File: src/hw/rtl/rmsq_pkg.sv
`default_nettype none

package rmsq_pkg;

  localparam int DEF_QUEUE_DEPTH = 32;
  localparam int DEF_HANDLE_BITS = 16;

  localparam int CFG_DATA_BITS = 16;
  localparam int CFG_INDEX_BITS = 1;

  localparam logic [CFG_INDEX_BITS-1:0] REG_SEND_INTERVAL = 1'b0;
  localparam logic [CFG_INDEX_BITS-1:0] REG_RETRY_LIMIT   = 1'b1;

  localparam logic [15:0] SEND_INTERVAL_RESET = 16'd200;
  localparam logic [3:0]  RETRY_LIMIT_RESET   = 4'd2;
  localparam logic [15:0] TICKS_MAX           = 16'hFFFF;
  localparam logic [3:0]  ATTEMPTS_MAX        = 4'hF;

  typedef enum logic [1:0] {
    OP_PUSH      = 2'd0,
    OP_PRIO_PUSH = 2'd1,
    OP_TICK      = 2'd2,
    OP_COMPLETE  = 2'd3
  } opcode_t;

  typedef struct packed {
    opcode_t     opcode;
    logic [15:0] message_handle;
    logic        html_mode;
    logic        send_ok;
  } req_item_t;

  typedef struct packed {
    logic        issue_send;
    logic [15:0] send_handle;
    logic        send_html;
    logic        dropped;
    logic        popped;
    logic [5:0]  queue_count;
    logic        send_pending;
  } rsp_item_t;

  typedef struct packed {
    logic load;   // latch request, read head entry
    logic exec;   // apply update, load response register
  } rmsq_cmd_t;

endpackage

`default_nettype wire

File: src/hw/rtl/rmsq_ctrl.sv
`default_nettype none

module rmsq_ctrl
  import rmsq_pkg::*;
(
  input  wire logic      clk,
  input  wire logic      rst,
  input  wire logic      req_valid,
  output logic           req_ready,
  output logic           rsp_valid,
  input  wire logic      rsp_ready,
  output rmsq_cmd_t      cmd
);

  typedef enum logic [1:0] {
    ST_IDLE = 2'b01,
    ST_EXEC = 2'b10
  } state_t;

  state_t state, state_next;

  always_comb begin
    state_next = state;
    cmd        = '0;
    req_ready  = 1'b0;
    unique case (state)
      ST_IDLE: begin
        req_ready = 1'b1;
        if (req_valid) begin
          cmd.load   = 1'b1;
          state_next = ST_EXEC;
        end
      end
      ST_EXEC: begin
        // hold until the response register can take the result
        if (!rsp_valid || rsp_ready) begin
          cmd.exec   = 1'b1;
          state_next = ST_IDLE;
        end
      end
      default: state_next = ST_IDLE;
    endcase
  end

  always_ff @(posedge clk) begin
    if (rst) begin
      state     <= ST_IDLE;
      rsp_valid <= 1'b0;
    end else begin
      state <= state_next;
      if (cmd.exec) begin
        rsp_valid <= 1'b1;
      end else if (rsp_ready) begin
        rsp_valid <= 1'b0;
      end
    end
  end

endmodule

`default_nettype wire

File: src/hw/rtl/rmsq_datapath.sv
`default_nettype none

module rmsq_datapath
  import rmsq_pkg::*;
#(
  parameter int QUEUE_DEPTH = DEF_QUEUE_DEPTH,
  parameter int HANDLE_BITS = DEF_HANDLE_BITS
) (
  input  wire logic                      clk,
  input  wire logic                      rst,
  input  wire rmsq_cmd_t                 cmd,
  input  wire req_item_t                 req,
  input  wire logic                      cfg_wr_en,
  input  wire logic [CFG_INDEX_BITS-1:0] cfg_index,
  input  wire logic [CFG_DATA_BITS-1:0]  cfg_data,
  output rsp_item_t                      rsp
);

  localparam int IDX_W = $clog2(QUEUE_DEPTH);
  localparam int CNT_W = $clog2(QUEUE_DEPTH + 1);
  localparam int EXT_W = (HANDLE_BITS > 16) ? HANDLE_BITS : 16;
  localparam logic [IDX_W-1:0] LAST_IDX = IDX_W'(QUEUE_DEPTH - 1);
  localparam logic [CNT_W-1:0] FULL_CNT = CNT_W'(QUEUE_DEPTH);

  typedef struct packed {
    logic [HANDLE_BITS-1:0] handle;
    logic                   html;
    logic [3:0]             attempts;
  } entry_t;

  entry_t mem [QUEUE_DEPTH];
  entry_t rd_entry;

  req_item_t        req_q;
  logic [IDX_W-1:0] head, head_next;
  logic [IDX_W-1:0] tail, tail_next;
  logic [CNT_W-1:0] count, count_next;
  logic [15:0]      elapsed, elapsed_next;
  logic             awaiting, awaiting_next;
  logic             replaced, replaced_next;
  logic [15:0]      send_interval;
  logic [3:0]       retry_limit;
  rsp_item_t        rsp_next;

  logic             mem_we;
  logic [IDX_W-1:0] mem_waddr;
  entry_t           mem_wdata;

  logic [EXT_W-1:0] push_ext, send_ext;
  logic [15:0]      ticks_inc;
  logic             full;
  logic [IDX_W-1:0] head_inc, head_dec, tail_inc, tail_dec;

  assign push_ext = EXT_W'(req_q.message_handle);
  assign send_ext = EXT_W'(rd_entry.handle);
  assign full     = (count == FULL_CNT);
  assign head_inc = (head == LAST_IDX) ? '0 : head + 1'b1;
  assign head_dec = (head == '0) ? LAST_IDX : head - 1'b1;
  assign tail_inc = (tail == LAST_IDX) ? '0 : tail + 1'b1;
  assign tail_dec = (tail == '0) ? LAST_IDX : tail - 1'b1;
  assign ticks_inc = (elapsed == TICKS_MAX) ? elapsed : elapsed + 16'd1;

  always_comb begin
    head_next     = head;
    tail_next     = tail;
    count_next    = count;
    elapsed_next  = elapsed;
    awaiting_next = awaiting;
    replaced_next = replaced;
    mem_we        = 1'b0;
    mem_waddr     = tail;
    mem_wdata.handle   = push_ext[HANDLE_BITS-1:0];
    mem_wdata.html     = req_q.html_mode;
    mem_wdata.attempts = '0;
    rsp_next      = '0;
    unique case (req_q.opcode)
      OP_PUSH: begin
        mem_we    = 1'b1;
        mem_waddr = tail;
        tail_next = tail_inc;
        if (full) begin
          // oldest entry goes; tail slot is the old head
          head_next        = head_inc;
          rsp_next.dropped = 1'b1;
          if (awaiting) replaced_next = 1'b1;
        end else begin
          count_next = count + 1'b1;
        end
      end
      OP_PRIO_PUSH: begin
        mem_we    = 1'b1;
        mem_waddr = head_dec;
        head_next = head_dec;
        if (full) begin
          tail_next        = tail_dec;
          rsp_next.dropped = 1'b1;
        end else begin
          count_next = count + 1'b1;
        end
        if (awaiting) replaced_next = 1'b1;
      end
      OP_TICK: begin
        elapsed_next = ticks_inc;
        if (count != '0 && !awaiting && ticks_inc >= send_interval) begin
          rsp_next.issue_send  = 1'b1;
          rsp_next.send_handle = send_ext[15:0];
          rsp_next.send_html   = rd_entry.html;
          elapsed_next  = '0;
          awaiting_next = 1'b1;
          replaced_next = 1'b0;
        end
      end
      OP_COMPLETE: begin
        if (awaiting) begin
          if (!replaced && count != '0) begin
            if (req_q.send_ok || rd_entry.attempts >= retry_limit) begin
              head_next       = head_inc;
              count_next      = count - 1'b1;
              rsp_next.popped = 1'b1;
            end else if (rd_entry.attempts < ATTEMPTS_MAX) begin
              mem_we             = 1'b1;
              mem_waddr          = head;
              mem_wdata          = rd_entry;
              mem_wdata.attempts = rd_entry.attempts + 4'd1;
            end
          end
          awaiting_next = 1'b0;
          replaced_next = 1'b0;
        end
      end
      default: ;
    endcase
    rsp_next.queue_count  = 6'(count_next);
    rsp_next.send_pending = awaiting_next;
  end

  always_ff @(posedge clk) begin
    if (cmd.exec && mem_we) begin
      mem[mem_waddr] <= mem_wdata;
    end
    if (cmd.load) begin
      rd_entry <= mem[head];
      req_q    <= req;
    end
    if (cmd.exec) begin
      rsp <= rsp_next;
    end
  end

  always_ff @(posedge clk) begin
    if (rst) begin
      head          <= '0;
      tail          <= '0;
      count         <= '0;
      elapsed       <= '0;
      awaiting      <= 1'b0;
      replaced      <= 1'b0;
      send_interval <= SEND_INTERVAL_RESET;
      retry_limit   <= RETRY_LIMIT_RESET;
    end else begin
      if (cmd.exec) begin
        head     <= head_next;
        tail     <= tail_next;
        count    <= count_next;
        elapsed  <= elapsed_next;
        awaiting <= awaiting_next;
        replaced <= replaced_next;
      end
      if (cfg_wr_en) begin
        unique case (cfg_index)
          REG_SEND_INTERVAL: send_interval <= cfg_data;
          REG_RETRY_LIMIT:   retry_limit   <= cfg_data[3:0];
          default: ;
        endcase
      end
    end
  end

endmodule

`default_nettype wire

File: src/hw/rtl/retrying_message_send_queue_unit.sv
// Retrying transmit queue: a circular queue of QUEUE_DEPTH message handles
// with a format flag and attempt count per entry. Push appends at the tail
// (dropping the oldest when full), priority push inserts at the head
// (dropping the newest), tick advances the send timer and may issue the head
// entry, completion pops or retries the head. Each request has a load step
// that latches it and reads the head entry from the entry memory (registered
// read port), then an exec step to apply the update and load the response
// register. A new request is taken while the previous response still waits;
// a stalled response holds back only the update of the next one. The entry
// memory has no reset pass; entries are read only once written.
`default_nettype none

module retrying_message_send_queue_unit
  import rmsq_pkg::*;
#(
  parameter int QUEUE_DEPTH = DEF_QUEUE_DEPTH,
  parameter int HANDLE_BITS = DEF_HANDLE_BITS
) (
  input  wire logic                      clk,
  input  wire logic                      rst,
  input  wire logic                      req_valid,
  output logic                           req_ready,
  input  wire req_item_t                 req,
  output logic                           rsp_valid,
  input  wire logic                      rsp_ready,
  output rsp_item_t                      rsp,
  input  wire logic                      cfg_wr_en,
  input  wire logic [CFG_INDEX_BITS-1:0] cfg_index,
  input  wire logic [CFG_DATA_BITS-1:0]  cfg_data
);

  rmsq_cmd_t cmd;

  rmsq_ctrl u_ctrl (
    .clk       (clk),
    .rst       (rst),
    .req_valid (req_valid),
    .req_ready (req_ready),
    .rsp_valid (rsp_valid),
    .rsp_ready (rsp_ready),
    .cmd       (cmd)
  );

  rmsq_datapath #(
    .QUEUE_DEPTH (QUEUE_DEPTH),
    .HANDLE_BITS (HANDLE_BITS)
  ) u_datapath (
    .clk       (clk),
    .rst       (rst),
    .cmd       (cmd),
    .req       (req),
    .cfg_wr_en (cfg_wr_en),
    .cfg_index (cfg_index),
    .cfg_data  (cfg_data),
    .rsp       (rsp)
  );

  a_one_at_a_time: assert property (@(posedge clk) disable iff (rst)
    (req_valid && req_ready) |=> !req_ready)
    else $error("request accepted while previous one in flight");

  a_exec_gives_rsp: assert property (@(posedge clk) disable iff (rst)
    cmd.exec |=> rsp_valid)
    else $error("update without response");

  a_issue_pending: assert property (@(posedge clk) disable iff (rst)
    (rsp_valid && rsp.issue_send) |-> rsp.send_pending)
    else $error("send issued but not pending");

  a_pop_clears: assert property (@(posedge clk) disable iff (rst)
    (rsp_valid && rsp.popped) |-> (!rsp.send_pending && !rsp.issue_send))
    else $error("pop left send pending");

endmodule

`default_nettype wire

File: config.mk
export PLATFORM = sky130hd
export DESIGN_NAME = retrying_message_send_queue_unit
export DESIGN_NICKNAME = d
export VERILOG_FILES = /design/src/hw/rtl/rmsq_pkg.sv /design/src/hw/rtl/rmsq_ctrl.sv /design/src/hw/rtl/rmsq_datapath.sv /design/src/hw/rtl/retrying_message_send_queue_unit.sv
export SDC_FILE = /design/constraint.sdc
export NUM_CORES = 1
export LEC_CHECK = 0
export ABC_CLOCK_PERIOD_IN_PS = 6700
export CAP_MARGIN = 5
export CORE_AREA = 2 2 245 247
export DETAILED_ROUTE_END_ITERATION = 8
export DIE_AREA = 0 0 247 249
export DONT_BUFFER_PORTS = 1
export GPL_TIMING_DRIVEN = 0
export PLACE_DENSITY = 0.78
export SLEW_MARGIN = 20
export SYNTH_ARGS = -nofsm -noshare
export SYNTH_HDL_FRONTEND = slang
export SYNTH_SLANG_ARGS = --single-unit
File: constraint.sdc
create_clock -name clk -period 6.7 [get_ports clk]
set_clock_uncertainty 0.05 [all_clocks]
set_input_delay 0.67 -clock clk [delete_from_list [all_inputs] [get_ports clk]]
set_output_delay 0.67 -clock clk [all_outputs]
set_load 0.03 [all_outputs]
Word-level counts from Yosys, hierarchy flattened
Memories as Yosys holds them, arrays and structs flattened. A register that Yosys moved wholly into a read port is not among the register bits.
Index checks and enable logic that the tools add are counted.
{"block": "classes", "addsub": 8, "n_lt_le_gt_ge": 3, "n_eq_ne": 17, "mux": 55, "n_bitwise": 1, "reduce_logical": 26}
{"operator": "$mux W21", "count": 5}
{"operator": "$mux W5", "count": 13}
{"operator": "$mux W16", "count": 2}
{"operator": "$mux W6", "count": 4}
{"operator": "$mux W1", "count": 20}
{"operator": "$pmux W5 S2", "count": 2}
{"operator": "$mux W18", "count": 1}
{"operator": "$add A16 B1 Y16 const B", "count": 1}
{"operator": "$eq A16 B16 Y1 const B", "count": 1}
{"operator": "$ge A16 B16 Y1", "count": 1}
{"operator": "$pmux W5 S3", "count": 1}
{"operator": "$ne A2 B1 Y1 const B", "count": 7}
{"operator": "$pmux W6 S2", "count": 1}
{"operator": "$add A5 B1 Y5 const B", "count": 2}
{"operator": "$eq A5 B5 Y1 const B", "count": 2}
{"operator": "$logic_not A5 Y1", "count": 2}
{"operator": "$reduce_and A2 Y1", "count": 5}
{"operator": "$sub A5 B1 Y5 const B", "count": 2}
{"operator": "$add A6 B1 Y6 const B", "count": 1}
{"operator": "$eq A2 B2 Y1 const B", "count": 3}
{"operator": "$eq A6 B6 Y1 const B", "count": 1}
{"operator": "$reduce_and A3 Y1", "count": 2}
{"operator": "$reduce_and A6 Y1", "count": 1}
{"operator": "$reduce_bool A6 Y1", "count": 1}
{"operator": "19 further kinds", "count": 29}
{"block": "totals", "reg_bits": 104, "ram_bits": 672, "input_bits": 42, "out_inout_bits": 29, "wordCells": 132, "n_memories": 1}
{"memory": "u_datapath.mem", "words": 32, "word_bits": 21, "read_ports": 1, "rd_ports_with_merged_regs": 1, "wr": 1, "line_no": "rmsq_datapath.sv:31", "rtl": "entry_t mem [QUEUE_DEPTH];"}

Longest topological paths before layout
{"block": "logic_depth", "ltp_word": 9, "mapped_depth": 15}

Cells and area by module
Synthesis repeated with hierarchy kept, for this count alone.
{"block": "hier_totals", "hier_cells": 1634, "hier_area_um2": 32167.1}
{"mod": "rmsq_datapath", "n_inst": 1, "cells_each": 1622, "area_each_um2": 32038.2}
{"mod": "rmsq_ctrl", "n_inst": 1, "cells_each": 12, "area_each_um2": 128.9}

Worst setup path after synthesis
OpenSTA, ideal clock, no wires.
{"block": "synth_timing", "kind": "register to register", "from": "register u_datapath.head[1]", "to": "memory u_datapath.mem[18][0] in the netlist's numbering (enable)", "setup_time_ps": 453, "t_arrival_ps": 4520, "required_time_ps": 6197, "setup_slack_ps": 1677, "stages_incl_launch_ff": 13, "n_path_buf": 4, "period_less_slack_ps": 5023, "path_cell_list": "dfxtp_1 -> clkbuf_1 -> clkbuf_1 -> inv_1 -> ha_1 -> nor3b_1 -> nor2b_1 -> nor2_1 -> nor2_1 -> or3_1 -> buf_6 -> buf_6 -> nor4_1"}
{"block": "synth_via", "elab_chain_cells": 5}
{"item": "from (decl)", "line_no": "rmsq_datapath.sv:35", "rtl": "logic [IDX_W-1:0] head, head_next;"}
{"item": "from (signal assigned)", "line_no": "rmsq_datapath.sv:162", "rtl": "head <= head_next;"}
{"item": "branches (longest 4 deep; another with $sub A5 B1 Y5)"}
{"item": "$pmux W5 S2 *", "line_no": "rmsq_datapath.sv:76", "rtl": "unique case (req_q.opcode)"}
{"item": "to (decl)", "line_no": "rmsq_datapath.sv:31"}
Every way passes the cells marked *.

Final worst setup path
{"block": "layout_timing", "from": "register u_datapath.head[1]", "to": "memory u_datapath.mem[28][11] in the netlist's numbering (enable)"}
The elaborated chain is that of the path after synthesis.

==> summary.txt <==
Timing
  • RSZ-0062 raised after global routing: no
  • Worst-margin pin slew: 1.22 ns
  • Final hold slack: 0.0614 ns
  • Final hold vios: 0
  • Worst slew margin: 18.7%
  • Post-route minimum period: 5.58 ns
  • Achievable Freq: 179 MHz
  • Setup TNS: 0 ns
  • Slew Viols, Final: 0
  • Tcrit/Tclk final: 83.3%
  • Final setup viols: 0

Drt
  • Final wirelength: 83200 um
  • Vias per cell: 6.64
  • DRC errors left: 0
  • First-pass iteration count of the detailed router: 5
  • ANT nets after route: 0
  • DR iter-0 viols: 2660
  • Drt wl/cell: 30.7 um
  • Vias: 18000

Floorplan
  • # IOs: 71
  • Core ar.: 58700 sq um
  • Full die area: 61500 sq um
  • Die height: 249 um
  • Die width: 247 um
  • Initial Util: 54.7%
  • # rows: 89

Worst setup path
  • Critical path class: reg2reg
  • Crit path cell chain: clkbuf_1, clkbuf_1, inv_1, ha_1, nor3b_1, xnor2_1, o21ai_0, a21boi_0, a21oi_2, nor4_2, buf_2, buf_2
  • Critical path fanouts, max: 10
  • Worst setup EP type: flip-flop
  • FF-to-FF Start: u_datapath.head[1]$_SDFFE_PP0P_
  • R2R Path End: u_datapath.mem[28][11]$_DFFE_PP_
  • Crit path largest cell delay: 0.88 ns
  • Startpoint types: flip-flop
  • R2r setup slk: 1.12 ns
  • CP arrival: 5.85 ns
  • CP required: 6.97 ns
  • Critical-path top delay cell: nor4_2
  • R2r worst-path depth: 12

Global routing
  • Grt ovf: 0
  • First-pass GRT wire length: 120000 um
  • Largest net degree at the start of global routing: 37
  • Initial antenna violation count: 2
  • Vias in the first global route: 18100
  • Gr usage total: 27.4%

Hold path
  • Hold Path End: u_datapath.push_ext[9]$_DFFE_PP_
  • Hold Path Origin: req[11]
  • Worst hold path type: in2reg
  • WHS Path Cells: 0

Clocking
  • CTS-repair resized insts: 0
  • CTS Sinks: 797
  • # hold bufs at CTS: 0
  • Clock slew at reported path FFs: 0.07 ns
  • Num CTS Buffers: 81
  • Post-CTS Repair Setup Buffers: 0
  • Clock latency on the worst-skew pair: 0.64 ns
  • CTS tree: done
  • Htree depth: 3
  • Clock root buffer: clkbuf_16
  • Clock Path Buffers: 3

Layout
  • Layout cells sized above 1: 30.9%
  • Layout Cells excl Fill: 2707
  • Post-layout util: 62.6%
  • Nets: 1945
  • Area delta synth->final: 14.4%
  • Fill cells: 3825
  • Post-route cell area: 36700 sq um
  • Antenna diode count: 0

Placement
  • GPL Wtd Cong: 0.888
  • Placed cell areas: 34100 sq um
  • DP HPWL: 53500 um
  • Dpl cells: 2561
  • Buffers on Ports: 0

Synth
  • FFs w/ async S/R, synth: 0%
  • Synth unique cells: 66
  • Mapped Cells: 1647
  • Flops & latches, synth: 797
  • Syn avg cell area: 19.5 sq um
  • Post-synth EDFFs: 740
  • Mapped Area: 32100 sq um
  • Syn Nets: 1720
  • Yosys warning count: 0
  • Main synth FF type: edfxtp_1
  • Seq/Total Area, Yosys: 72.8%

Outcome
  • Status: finished clean

Power and ir drop
  • Leakage: 0.0120 uW
  • Max VDD drop: 0.242 mV
  • PwrDens: 274 nW/um^2

Job
  • # Max-Cap Violations: 0
[how the worst max path moves through the flow]
| stage | startpoint | to | slack [ns] | cells after the start |
|---|---|---|---|---|
| 2_1_floorplan | u_datapath.head[1]$_SDFFE_PP0P_ | u_datapath.mem[18][0]$_DFFE_PP_ | 1.68 | 12 |
| 3_3_place_gp | u_datapath.head[1]$_SDFFE_PP0P_ | u_datapath.mem[28][11]$_DFFE_PP_ | -1.95 | 10 |
| 3_5_place_dp | u_datapath.head[1]$_SDFFE_PP0P_ | u_datapath.mem[28][11]$_DFFE_PP_ | 1.34 | 12 |
| 4_1_cts | u_datapath.head[1]$_SDFFE_PP0P_ | u_datapath.mem[28][11]$_DFFE_PP_ | 1.27 | 12 |
| 5_1_grt | u_datapath.head[1]$_SDFFE_PP0P_ | u_datapath.mem[19][11]$_DFFE_PP_ | 1.07 | 11 |
| 6_report | u_datapath.head[1]$_SDFFE_PP0P_ | u_datapath.mem[28][11]$_DFFE_PP_ | 1.12 | 12 |
[layout by cell type, fill, tap and decap left out, types with 8 or more instances in the layout]
cell type and instances:
and3_1 11, inv_1 36, clkbuf_1 61, nor3_1 14, nand3_1 26, a32o_1 8
and2_1 20, ha_1 31, a211oi_1 8, clkinv_2 22, nor4_1 9, mux4_2 210
buf_4 34, nand2_1 73, a21oi_1 42, a31oi_1 9, edfxtp_1 740, xnor2_1 19
nor2_1 35, clkinv_1 19, nor4_2 31, o21ai_0 19, buf_6 10, dfxtp_1 57
mux2_2 39, buf_2 130, clkbuf_16 81
[per-stage QoR]
stage                     total power (uW)  setup slack, ns
after floorplan                       5710             1.68
after global placement                5770            -1.95
after detailed placement              5790             1.34
after CTS                            10100             1.27
after global routing                 10300             1.07
final                                10100             1.12
[cells by family after synthesis]
family,Yosys count,synth area share (%)
simple gates,273,4.50
compound gates,143,3.04
fa+ha+maj,31,1.21
flops,797,72.8
buf+inv,128,1.68
mux,251,16.2
xor+xnor,24,0.655
[worst max-delay path: cells and delay by family, from the launching register on]
| kind | cells | cell delay (ns) |
|---|---|---|
| DFF | 1 | 0.48 |
| and+or+nand+nor | 2 | 1.08 |
| adders and majority gates | 1 | 0.29 |
| xor gates and xnor gates | 1 | 0.16 |
| AOI/OAI and AO/OA | 3 | 0.96 |
| buffers and inverters | 5 | 2.22 |
[flip-flops by register name, summed over array words and instances (netlist names), 6 cells and up]
name and cells:
u_datapath.rsp 27, u_datapath.mem 672, u_datapath.push_ext 16, u_datapath.elapsed 16, u_datapath.send_interval 16, u_datapath.send_ext 16
u_datapath.count 6
[area by class of cell]
type	count	area [sq um]	share of cell area, %
repair buffers	142	855	2.33
well taps	773	967	2.63
inverters	38	143	0.388
plain buffers	90	404	1.10
flip-flops and latches	797	23400	63.6
multi-input cells	722	8450	23.0
clock buffers	91	2060	5.62
clock inverters	54	503	1.37
[per-layer routing]
layer  track usage (%)  up-vias  part of all wire, %
met3              6.99      246                   11
met2              43.0     1358                   48
met1              36.4     9141                   36
li1                  -     7237                    -
met5                 0        -                0.020
met4              12.2        2                  5.0
[report_power, final]
part	switching [uW]	total, uW	internal, uW
Sequential	16.0	5470	5450
Combinational	166	225	58.8
Clock	1920	4390	2470
Total	2100	10100	7980
[synth_stat cells, types with 3 or more instances]
cell type / count / area, sq um
a211oi_1: 8 / 60.1
a21o_1: 6 / 45.0
a21oi_1: 44 / 220
a22oi_1: 4 / 30.0
a311oi_1: 3 / 26.3
a31oi_1: 9 / 56.3
a32o_1: 8 / 80.1
a41oi_1: 3 / 26.3
and2_1: 21 / 131
and3_1: 12 / 75.1
and4_1: 4 / 35.0
buf_1: 4 / 15.0
buf_2: 30 / 150
buf_6: 3 / 33.8
clkbuf_1: 53 / 199
dfxtp_1: 57 / 1140
edfxtp_1: 740 / 22200
ha_1: 31 / 388
inv_1: 36 / 135
mux2_2: 39 / 439
mux4_2: 210 / 4730
nand2_1: 73 / 274
nand2b_1: 7 / 43.8
nand3_1: 26 / 130
nand4_1: 7 / 43.8
nor2_1: 37 / 139
nor2b_1: 7 / 43.8
nor3_1: 16 / 80.1
nor3b_1: 4 / 30.0
nor4_1: 41 / 257
nor4b_1: 5 / 43.8
o211ai_1: 6 / 45.0
o21a_1: 6 / 45.0
o21ai_0: 19 / 95.1
o31ai_1: 3 / 22.5
or3_1: 3 / 18.8
xnor2_1: 19 / 166
xor2_1: 5 / 43.8
No activity file was read; power rests on OpenSTA's default activity.
